### config.mk
export PLATFORM = sky130hd
export DESIGN_NAME = file_block_to_node_path
export DESIGN_NICKNAME = d
export VERILOG_FILES = /design/src/fbnp_pkg.sv /design/src/fbnp_cdiv.sv /design/src/file_block_to_node_path.sv
export SDC_FILE = /design/constraint.sdc
export NUM_CORES = 1
export LEC_CHECK = 0
export BUFFER_PORTS_ARGS = -buffer_cell sky130_fd_sc_hd__buf_2
export CAP_MARGIN = 20
export CORE_MARGIN = 2
export CORE_UTILIZATION = 44
export DETAILED_ROUTE_END_ITERATION = 6
export RECOVER_POWER = 100
export SYNTH_ARGS = -nofsm -noshare
export SYNTH_HDL_FRONTEND = slang
export SYNTH_SLANG_ARGS = --single-unit
### constraint.sdc
create_clock -name clk -period 7.1 [get_ports clk]
set_clock_uncertainty 0.15 [all_clocks]
set_input_delay 0 -clock clk [delete_from_list [all_inputs] [get_ports clk]]
set_output_delay 0 -clock clk [all_outputs]
set_load 0.1 [all_outputs]
### src/fbnp_pkg.sv
// Shared constants and types for the file block to node path locator.
// Used by file_block_to_node_path and fbnp_cdiv; depends on nothing else.
package fbnp_pkg;

  // Index tree geometry
  localparam int unsigned ADDRS_IN_INODE     = 923;
  localparam int unsigned ADDRS_IN_NODE      = 1018;
  localparam int unsigned POINTERS_IN_NODE   = 1018;
  localparam int unsigned FIRST_POINTER_SLOT = 924;

  // Fixed result field widths
  localparam int unsigned SLOT_W  = 10;
  localparam int unsigned NODE1_W = 11;
  localparam int unsigned NODE_W  = 20;

  // Fixed-point shift of the reciprocal used by the constant dividers
  localparam int unsigned RECIP_SHIFT = 32;

  // Which part of the tree a block falls in
  typedef enum logic [2:0] {
    RGN_INODE,
    RGN_DIR0,
    RGN_DIR1,
    RGN_IND0,
    RGN_IND1,
    RGN_DIND,
    RGN_BEYOND
  } region_t;

  // Per-item data carried alongside the divider pipelines
  typedef struct packed {
    region_t             region;
    logic [SLOT_W-1:0]   low_slot;
    logic [NODE_W-1:0]   quo;
    logic [SLOT_W-1:0]   rem;
  } side_t;

endpackage

### src/fbnp_cdiv.sv
// Three-stage pipelined divider by a constant: reciprocal multiply,
// back-multiply and subtract, then a single correction step.
// Depends on fbnp_pkg.
module fbnp_cdiv #(
  parameter int unsigned DIVIDEND_W = 31,
  parameter int unsigned QUO_W      = 20,
  parameter int unsigned REM_W      = 10,
  parameter int unsigned DIVISOR    = 1018
) (
  input  logic                  clk,
  input  logic [2:0]            en,
  input  logic [DIVIDEND_W-1:0] dividend,
  output logic [QUO_W-1:0]      quo,
  output logic [REM_W-1:0]      rem
);
  import fbnp_pkg::*;

  localparam int unsigned PW = DIVIDEND_W + RECIP_SHIFT;
  localparam logic [RECIP_SHIFT-1:0] RECIP =
    RECIP_SHIFT'((64'd1 << RECIP_SHIFT) / DIVISOR);
  localparam logic [REM_W:0] DIV_R = (REM_W + 1)'(DIVISOR);

  logic [PW-1:0]         prod;
  logic [QUO_W-1:0]      qe_a_nxt, qe_a_r, qe_b_r, quo_r;
  logic [DIVIDEND_W-1:0] d_a_r;
  logic [DIVIDEND_W-1:0] back, diff;
  logic [REM_W:0]        rem0_r;
  logic [REM_W-1:0]      rem_r;

  // estimate is exact or one low
  assign prod     = PW'(dividend) * PW'(RECIP);
  assign qe_a_nxt = prod[RECIP_SHIFT +: QUO_W];

  assign back = DIVIDEND_W'(qe_a_r) * DIVIDEND_W'(DIVISOR);
  assign diff = d_a_r - back;

  always_ff @(posedge clk) begin
    if (en[0]) begin
      qe_a_r <= qe_a_nxt;
      d_a_r  <= dividend;
    end
    if (en[1]) begin
      qe_b_r <= qe_a_r;
      rem0_r <= diff[REM_W:0];
    end
    if (en[2]) begin
      if (rem0_r >= DIV_R) begin
        quo_r <= qe_b_r + QUO_W'(1);
        rem_r <= REM_W'(rem0_r - DIV_R);
      end else begin
        quo_r <= qe_b_r;
        rem_r <= rem0_r[REM_W-1:0];
      end
    end
  end

  assign quo = quo_r;
  assign rem = rem_r;

endmodule

### src/file_block_to_node_path.sv
// Top level of the file block to node path locator.
// Depends on fbnp_pkg and fbnp_cdiv.
//
// Maps a file-relative block number to its path through the inode, direct,
// indirect and double-indirect node blocks: depth, validity, the slot at each
// level and the logical node number of each node block on the path. Unused
// levels read as zero, and a block beyond the tree gives path_valid low with
// every other field zero. The block takes one item per clock while out_stall
// is low and passes each item through a 9-register pipeline: input register,
// region classify, then two constant dividers of three stages each (by the
// node address count, then by the node pointer count, each a reciprocal
// multiply, a back-multiply and a correction), then the result register.
// Every stage has its own valid bit and moves whenever it is empty or the
// stage after it is moving, so bubbles close up and new items are taken
// while a result waits on out_stall, until the pipeline is full.
module file_block_to_node_path (
  input  logic        clk,
  input  logic        rst_n,
  input  logic        in_valid,
  output logic        in_stall,
  input  logic [31:0] in_block_number,
  output logic        out_valid,
  input  logic        out_stall,
  output logic        out_path_valid,
  output logic [1:0]  out_depth,
  output logic [9:0]  out_slot_level0,
  output logic [9:0]  out_slot_level1,
  output logic [9:0]  out_slot_level2,
  output logic [9:0]  out_slot_level3,
  output logic [10:0] out_node_number_level1,
  output logic [19:0] out_node_number_level2,
  output logic [19:0] out_node_number_level3
);
  import fbnp_pkg::*;

  localparam int unsigned NSTG = 9;
  localparam int unsigned LAST = NSTG - 1;

  // region boundaries in block number space
  localparam logic [32:0] IND_SPAN  = 33'(ADDRS_IN_NODE) * 33'(POINTERS_IN_NODE);
  localparam logic [32:0] DIND_SPAN = IND_SPAN * 33'(POINTERS_IN_NODE);
  localparam logic [32:0] LIM_DIR0  = 33'(ADDRS_IN_INODE);
  localparam logic [32:0] LIM_DIR1  = LIM_DIR0 + 33'(ADDRS_IN_NODE);
  localparam logic [32:0] LIM_IND0  = LIM_DIR1 + 33'(ADDRS_IN_NODE);
  localparam logic [32:0] LIM_IND1  = LIM_IND0 + IND_SPAN;
  localparam logic [32:0] LIM_DIND  = LIM_IND1 + IND_SPAN;
  localparam logic [32:0] LIM_END   = LIM_DIND + DIND_SPAN;

  // fixed slots and node numbers
  localparam logic [SLOT_W-1:0]  S0_DIR0 = SLOT_W'(FIRST_POINTER_SLOT);
  localparam logic [SLOT_W-1:0]  S0_DIR1 = SLOT_W'(FIRST_POINTER_SLOT + 1);
  localparam logic [SLOT_W-1:0]  S0_IND0 = SLOT_W'(FIRST_POINTER_SLOT + 2);
  localparam logic [SLOT_W-1:0]  S0_IND1 = SLOT_W'(FIRST_POINTER_SLOT + 3);
  localparam logic [SLOT_W-1:0]  S0_DIND = SLOT_W'(FIRST_POINTER_SLOT + 4);
  localparam logic [NODE1_W-1:0] N1_DIR0 = NODE1_W'(1);
  localparam logic [NODE1_W-1:0] N1_DIR1 = NODE1_W'(2);
  localparam logic [NODE1_W-1:0] N1_IND0 = NODE1_W'(3);
  localparam logic [NODE1_W-1:0] N1_IND1 = NODE1_W'(4 + POINTERS_IN_NODE);
  localparam logic [NODE1_W-1:0] N1_DIND = NODE1_W'(5 + 2 * POINTERS_IN_NODE);
  // node number sums are formed one bit wider and then cut to field width
  localparam int unsigned        NW      = NODE_W + 1;
  localparam logic [NW-1:0]      N2_IND0 = NW'(4);
  localparam logic [NW-1:0]      N2_IND1 = NW'(5 + POINTERS_IN_NODE);
  localparam logic [NW-1:0]      N2_DIND = NW'(6 + 2 * POINTERS_IN_NODE);

  // ---------------- handshake: per-stage valid and move enables
  logic [LAST:0] v_r, v_nxt, en;

  always_comb begin
    en[LAST] = !v_r[LAST] || !out_stall;
    for (int k = LAST - 1; k >= 0; k--) begin
      en[k] = !v_r[k] || en[k+1];
    end
    v_nxt[0] = en[0] ? in_valid : v_r[0];
    for (int k = 1; k < NSTG; k++) begin
      v_nxt[k] = en[k] ? v_r[k-1] : v_r[k];
    end
  end

  always_ff @(posedge clk) begin
    if (!rst_n) begin
      v_r <= '0;
    end else begin
      v_r <= v_nxt;
    end
  end

  assign in_stall  = !en[0];
  assign out_valid = v_r[LAST];

  // ---------------- stage 0: input register
  logic [31:0] block_r;

  always_ff @(posedge clk) begin
    if (en[0]) begin
      block_r <= in_block_number;
    end
  end

  // ---------------- stage 1: region classify and offset within region
  logic [32:0] b33, base, diff;
  region_t     region_nxt;
  side_t       side1_nxt;
  logic [30:0] r1_r;
  side_t       side_r [1:7];

  assign b33 = {1'b0, block_r};

  always_comb begin
    priority if (b33 < LIM_DIR0) begin
      region_nxt = RGN_INODE;
      base       = '0;
    end else if (b33 < LIM_DIR1) begin
      region_nxt = RGN_DIR0;
      base       = LIM_DIR0;
    end else if (b33 < LIM_IND0) begin
      region_nxt = RGN_DIR1;
      base       = LIM_DIR1;
    end else if (b33 < LIM_IND1) begin
      region_nxt = RGN_IND0;
      base       = LIM_IND0;
    end else if (b33 < LIM_DIND) begin
      region_nxt = RGN_IND1;
      base       = LIM_IND1;
    end else if (b33 < LIM_END) begin
      region_nxt = RGN_DIND;
      base       = LIM_DIND;
    end else begin
      region_nxt = RGN_BEYOND;
      base       = '0;
    end
    diff = b33 - base;
  end

  always_comb begin
    side1_nxt          = '0;
    side1_nxt.region   = region_nxt;
    side1_nxt.low_slot = diff[SLOT_W-1:0];
  end

  always_ff @(posedge clk) begin
    if (en[1]) begin
      r1_r <= diff[30:0];
    end
  end

  // ---------------- stages 2-4: offset / addresses per node
  logic [NODE_W-1:0] qa;
  logic [SLOT_W-1:0] rema;

  fbnp_cdiv #(
    .DIVIDEND_W (31),
    .QUO_W      (NODE_W),
    .REM_W      (SLOT_W),
    .DIVISOR    (ADDRS_IN_NODE)
  ) u_div_addr (
    .clk      (clk),
    .en       (en[4:2]),
    .dividend (r1_r),
    .quo      (qa),
    .rem      (rema)
  );

  // ---------------- stages 5-7: quotient / pointers per node
  logic [SLOT_W-1:0] qb, remb;

  fbnp_cdiv #(
    .DIVIDEND_W (NODE_W),
    .QUO_W      (SLOT_W),
    .REM_W      (SLOT_W),
    .DIVISOR    (POINTERS_IN_NODE)
  ) u_div_ptr (
    .clk      (clk),
    .en       (en[7:5]),
    .dividend (qa),
    .quo      (qb),
    .rem      (remb)
  );

  // side data tracks the divider stages; first quotient joins at stage 5
  side_t side5_nxt;

  always_comb begin
    side5_nxt     = side_r[4];
    side5_nxt.quo = qa;
    side5_nxt.rem = rema;
  end

  always_ff @(posedge clk) begin
    if (en[1]) begin
      side_r[1] <= side1_nxt;
    end
    for (int k = 2; k <= 7; k++) begin
      if (en[k]) begin
        side_r[k] <= (k == 5) ? side5_nxt : side_r[k-1];
      end
    end
  end

  // ---------------- stage 8: assemble the path
  side_t               sd;
  logic [NW-1:0]       n2_dind, n3_dind;
  logic                pv_nxt;
  logic [1:0]          depth_nxt;
  logic [SLOT_W-1:0]   s0_nxt, s1_nxt, s2_nxt, s3_nxt;
  logic [NODE1_W-1:0]  n1_nxt;
  logic [NODE_W-1:0]   n2_nxt, n3_nxt;

  assign sd = side_r[7];

  // quo = s1 * P + s2, so s1 * (P + 1) = quo - s2 + s1
  assign n2_dind = N2_DIND + NW'(sd.quo) - NW'(remb) + NW'(qb);
  assign n3_dind = n2_dind + NW'(1) + NW'(remb);

  always_comb begin
    pv_nxt    = 1'b1;
    depth_nxt = 2'd0;
    s0_nxt    = '0;
    s1_nxt    = '0;
    s2_nxt    = '0;
    s3_nxt    = '0;
    n1_nxt    = '0;
    n2_nxt    = '0;
    n3_nxt    = '0;
    unique case (sd.region)
      RGN_INODE: begin
        s0_nxt = sd.low_slot;
      end
      RGN_DIR0: begin
        depth_nxt = 2'd1;
        s0_nxt    = S0_DIR0;
        n1_nxt    = N1_DIR0;
        s1_nxt    = sd.low_slot;
      end
      RGN_DIR1: begin
        depth_nxt = 2'd1;
        s0_nxt    = S0_DIR1;
        n1_nxt    = N1_DIR1;
        s1_nxt    = sd.low_slot;
      end
      RGN_IND0: begin
        depth_nxt = 2'd2;
        s0_nxt    = S0_IND0;
        n1_nxt    = N1_IND0;
        s1_nxt    = sd.quo[SLOT_W-1:0];
        s2_nxt    = sd.rem;
        n2_nxt    = NODE_W'(N2_IND0 + NW'(sd.quo));
      end
      RGN_IND1: begin
        depth_nxt = 2'd2;
        s0_nxt    = S0_IND1;
        n1_nxt    = N1_IND1;
        s1_nxt    = sd.quo[SLOT_W-1:0];
        s2_nxt    = sd.rem;
        n2_nxt    = NODE_W'(N2_IND1 + NW'(sd.quo));
      end
      RGN_DIND: begin
        depth_nxt = 2'd3;
        s0_nxt    = S0_DIND;
        n1_nxt    = N1_DIND;
        s1_nxt    = qb;
        s2_nxt    = remb;
        s3_nxt    = sd.rem;
        n2_nxt    = n2_dind[NODE_W-1:0];
        n3_nxt    = n3_dind[NODE_W-1:0];
      end
      default: begin
        // beyond the tree: everything reads zero
        pv_nxt = 1'b0;
      end
    endcase
  end

  logic               pv_r;
  logic [1:0]         depth_r;
  logic [SLOT_W-1:0]  s0_r, s1_r, s2_r, s3_r;
  logic [NODE1_W-1:0] n1_r;
  logic [NODE_W-1:0]  n2_r, n3_r;

  always_ff @(posedge clk) begin
    if (en[LAST]) begin
      pv_r    <= pv_nxt;
      depth_r <= depth_nxt;
      s0_r    <= s0_nxt;
      s1_r    <= s1_nxt;
      s2_r    <= s2_nxt;
      s3_r    <= s3_nxt;
      n1_r    <= n1_nxt;
      n2_r    <= n2_nxt;
      n3_r    <= n3_nxt;
    end
  end

  assign out_path_valid         = pv_r;
  assign out_depth              = depth_r;
  assign out_slot_level0        = s0_r;
  assign out_slot_level1        = s1_r;
  assign out_slot_level2        = s2_r;
  assign out_slot_level3        = s3_r;
  assign out_node_number_level1 = n1_r;
  assign out_node_number_level2 = n2_r;
  assign out_node_number_level3 = n3_r;

endmodule
==> flow_metrics.tcl <==
set metrics [dict create \
    crit_path_start_kind "flip-flop" \
    synth_compound_gate_area_share_pct 9.18 \
    synth_edf_count 448 \
    antenna_found_initial 0 \
    core_um2 67000 \
    crit_path_end_kind "flip-flop" \
    grt_use_total_pct 17.7 \
    clk_pin_slew_ns 0.06 \
    dieHeight_um 264 \
    numClockSinks 457 \
    ys_warn_count 0 \
    crit_required_ns 7.28 \
    pin_count 132 \
    avgSynthCellArea_um2 12.1 \
    num_antenna_cells 0 \
    cts_tree "built" \
    async_reset_ff_share_pct 0 \
    crit_chain "or4_4 > or4_1 > or4b_1 > or3_4 > a311oi_1 > or2_2 > nand3_1 > ha_1 > nor2b_1 > o31a_1 > o31ai_1 > a21oi_1 > a21oi_1 > o2111ai_1 > a2111oi_0 > xor2_1" \
    clock-root-buffer "clkbuf_16" \
    portBuffers 131 \
    synthMuxAreaShare_pct 0.618 \
    worst_pin_slew_ns 3.99 \
    synth_area_um2 29800 \
    cts_buffers 50 \
    cp_slowest_stage_delay_ns 0.62 \
    hold_path_class "in2reg" \
    firstDrtPassIters 6 \
    synth-xor-area-share_pct 4.97 \
    syn_inst 2463 \
    synth-simple-area-share_pct 7.65 \
    drt-total-wl_um 59700 \
    htreeDepth 2 \
    cts_resized 0 \
    gr-max-usage-layer "met2" \
    die_w_um 264 \
    cp_max_fo 5 \
    violations "max-capacitance violations, max-slew violations" \
    grt_util_met2_pct 32.0 \
    place_hpwl_um 46500 \
    drive_gt1_share_pct 4.86 \
    grtUsageMet1_pct 22.1 \
    synth_fp_nets 3044 \
    overflow 0 \
    cts_buffer_depth 3 \
    finalCriticalPeriod_ns 6.33 \
    critical_path_arrival_ns 6.52 \
    syn_to_final_growth_pct 12.9 \
    ys_ff_latch 457 \
    met3_usage_pct 2.22 \
    drc 0 \
    synthFlopType "edfxtp_1" \
    grt_start_max_net_pins 80 \
    status "finished, violations left" \
    num_vias 18600 \
    synth_top_family_by_area "adder cells" \
    worst-setup-path-type "reg2reg" \
    grt_first_pass_wirelength_um 100000 \
    setup-tns-final_ns 0 \
    synth_adder_area_share_pct 26.6 \
    clk_latency_ns 0.61 \
    ys_seq_area_share_pct 45.8 \
    hold_viol_final 0 \
    critical_path_buf_inv_count 0 \
    layout.nets 3276 \
    vias_per_cell 5.17 \
    grt_pass1_vias 19700 \
    cp_top_family "simple AND/OR/NAND/NOR gates" \
    relSlewSlack_pct -166 \
    initial_core_util_pct 44.4 \
    rows 95 \
    drt_iter0_drc 1112 \
    clock.fmax_mhz 158 \
    finalSetupViolations 0 \
    gp_congestion 0.834 \
    finalCritPeriodShare_pct 89.2 \
    antenna_left 0 \
    report.final.slew_viol_count 449 \
    yosys.cell_types.count 71 \
    crit_path_top_delay_cell "or4b_1" \
    die-area_um2 69800 \
    rsz0062_at_grt "no" \
    drv_cap 9 \
    wl_per_cell_um 16.5 \
    cp_common_cell "a21oi_1" \
]
[final timing paths]
kind | from | to | slack (ns) | cells after the start
max reg2reg | block_r[23] | r1_r[27] | 0.77 | 16
min reg2reg | side_r[2][38] | side_r[2][81] | 0.26 | 0
min | out_stall | v_r[8] | 0.07 | 4
max | block_r[23] | r1_r[27] | 0.77 | 16
[sequential cells by signal (all words and copies together), names as in the netlist, 5 cells and up]
name / flops
side_r: 144
block_r: 32
r1_r: 31
out_node_number_level2: 20
out_node_number_level3: 20
u_div_addr.qe_a_r: 20
u_div_addr.qe_b_r: 20
u_div_addr.quo: 20
u_div_addr.d_a_r: 11
u_div_addr.rem0_r: 11
u_div_ptr.rem0_r: 11
out_slot_level0: 10
out_slot_level1: 10
out_slot_level2: 10
out_slot_level3: 10
u_div_addr.rem: 10
u_div_ptr.d_a_r: 10
u_div_ptr.qe_a_r: 10
u_div_ptr.qe_b_r: 10
u_div_ptr.quo: 10
u_div_ptr.rem: 10
v_r: 9
out_node_number_level1: 5
[logic make-up (layout without fill, tap and decap cells)]
group / after synthesis / count (layout)
buf+inv: 406 / 677
simple gates: 459 / 459
compound gates: 409 / 409
fa+ha+maj: 545 / 545
xor+xnor: 169 / 169
mux: 18 / 18
flops: 457 / 457
[synthesized netlist by cell type, types with 6 or more instances]
| cell | number | area (um^2) |
|---|---|---|
| o221ai_1 | 14 | 123 |
| a21boi_0 | 6 | 45.0 |
| edfxtp_1 | 448 | 13500 |
| clkbuf_1 | 21 | 78.8 |
| a211oi_1 | 14 | 105 |
| mux2i_1 | 15 | 150 |
| o21ai_0 | 76 | 380 |
| nor3_1 | 27 | 135 |
| a21o_1 | 41 | 308 |
| a2111oi_0 | 7 | 61.3 |
| nand2b_1 | 21 | 131 |
| or2_2 | 9 | 56.3 |
| a22o_1 | 15 | 131 |
| fa_1 | 147 | 2940 |
| xor2_1 | 50 | 438 |
| and2_1 | 10 | 62.6 |
| inv_1 | 373 | 1400 |
| nand3_1 | 43 | 215 |
| ha_1 | 398 | 4980 |
| nor2b_1 | 20 | 125 |
| a21oi_1 | 97 | 485 |
| a221o_1 | 6 | 60.1 |
| or3_1 | 7 | 43.8 |
| o31ai_1 | 9 | 67.6 |
| a31oi_1 | 19 | 119 |
| buf_4 | 6 | 45.0 |
| o22ai_1 | 10 | 62.6 |
| nor2_1 | 112 | 420 |
| a31o_2 | 7 | 61.3 |
| o211ai_1 | 11 | 82.6 |
| o21bai_1 | 12 | 90.1 |
| xnor2_1 | 119 | 1040 |
| nand4_1 | 21 | 131 |
| dfxtp_1 | 9 | 180 |
| o21a_1 | 24 | 180 |
| and3_1 | 40 | 250 |
| nand2_1 | 115 | 432 |
[per-layer routing]
metal / part of all wire [%] / routed length, um
met2: 50 / 29900
met4: 2.5 / 1470
met5: 0 / 0
met3: 3.5 / 2110
met1: 44 / 26200
[final cells by class]
class                   count  area, um^2
flip-flops and latches    457       13600
inverters                 374        1400
clock buffers              59        1280
clock inverters            32         362
fillers                  5978       33400
repair buffers            212        1280
multi-input cells        1600       14600
well taps                 873        1090
[what timing repair did]
action                    in CTS  in global routing
hold buffers                  69                  0
hold endpoints to repair      50                  0
buffers inserted               0                  0
[worst register-to-register path, cell delays in order, from the launching register on]
cell and delay [ns]:
edfxtp_1 0.44, or4_4 0.55, or4_1 0.44, or4b_1 0.62, or3_4 0.41, a311oi_1 0.36
or2_2 0.22, nand3_1 0.13, ha_1 0.32, nor2b_1 0.14, o31a_1 0.28, o31ai_1 0.44
a21oi_1 0.22, a21oi_1 0.35, o2111ai_1 0.29, a2111oi_0 0.57, xor2_1 0.14
[cells in the final DEF, fill, tap and decap left out, drive strengths merged, types with 22 or more instances in the layout]
cell type,instances
ha,398
inv,375
o21a,24
buf,37
edfxtp,448
clkbuf,165
and3,40
clkinv,22
nor3,27
nor2,112
a21oi,97
fa,147
xor2,50
xnor2,119
nand3,43
o21ai,80
dlygate4sd3,69
nand2,116
a21o,41
[per-stage QoR]
step           hold slack (ns)  instances  utilization (%)  cell area, um^2  worst slack, ns
2_1_floorplan          -0.0511       2463                -            29800             1.63
4_1_cts                 0.0578       3607             50.5            33800            0.923
5_1_grt                 0.0881       3607             50.2            33600            0.316
3_3_place_gp            0.0264       3447             47.0            31500             1.05
3_5_place_dp            0.0281       3447             47.0            31500            0.938
6_report                0.0663       3607             50.2            33600            0.766
Power is not shown: default switching activity piles up to over one toggle a cycle in this logic, so the estimate is an artifact.
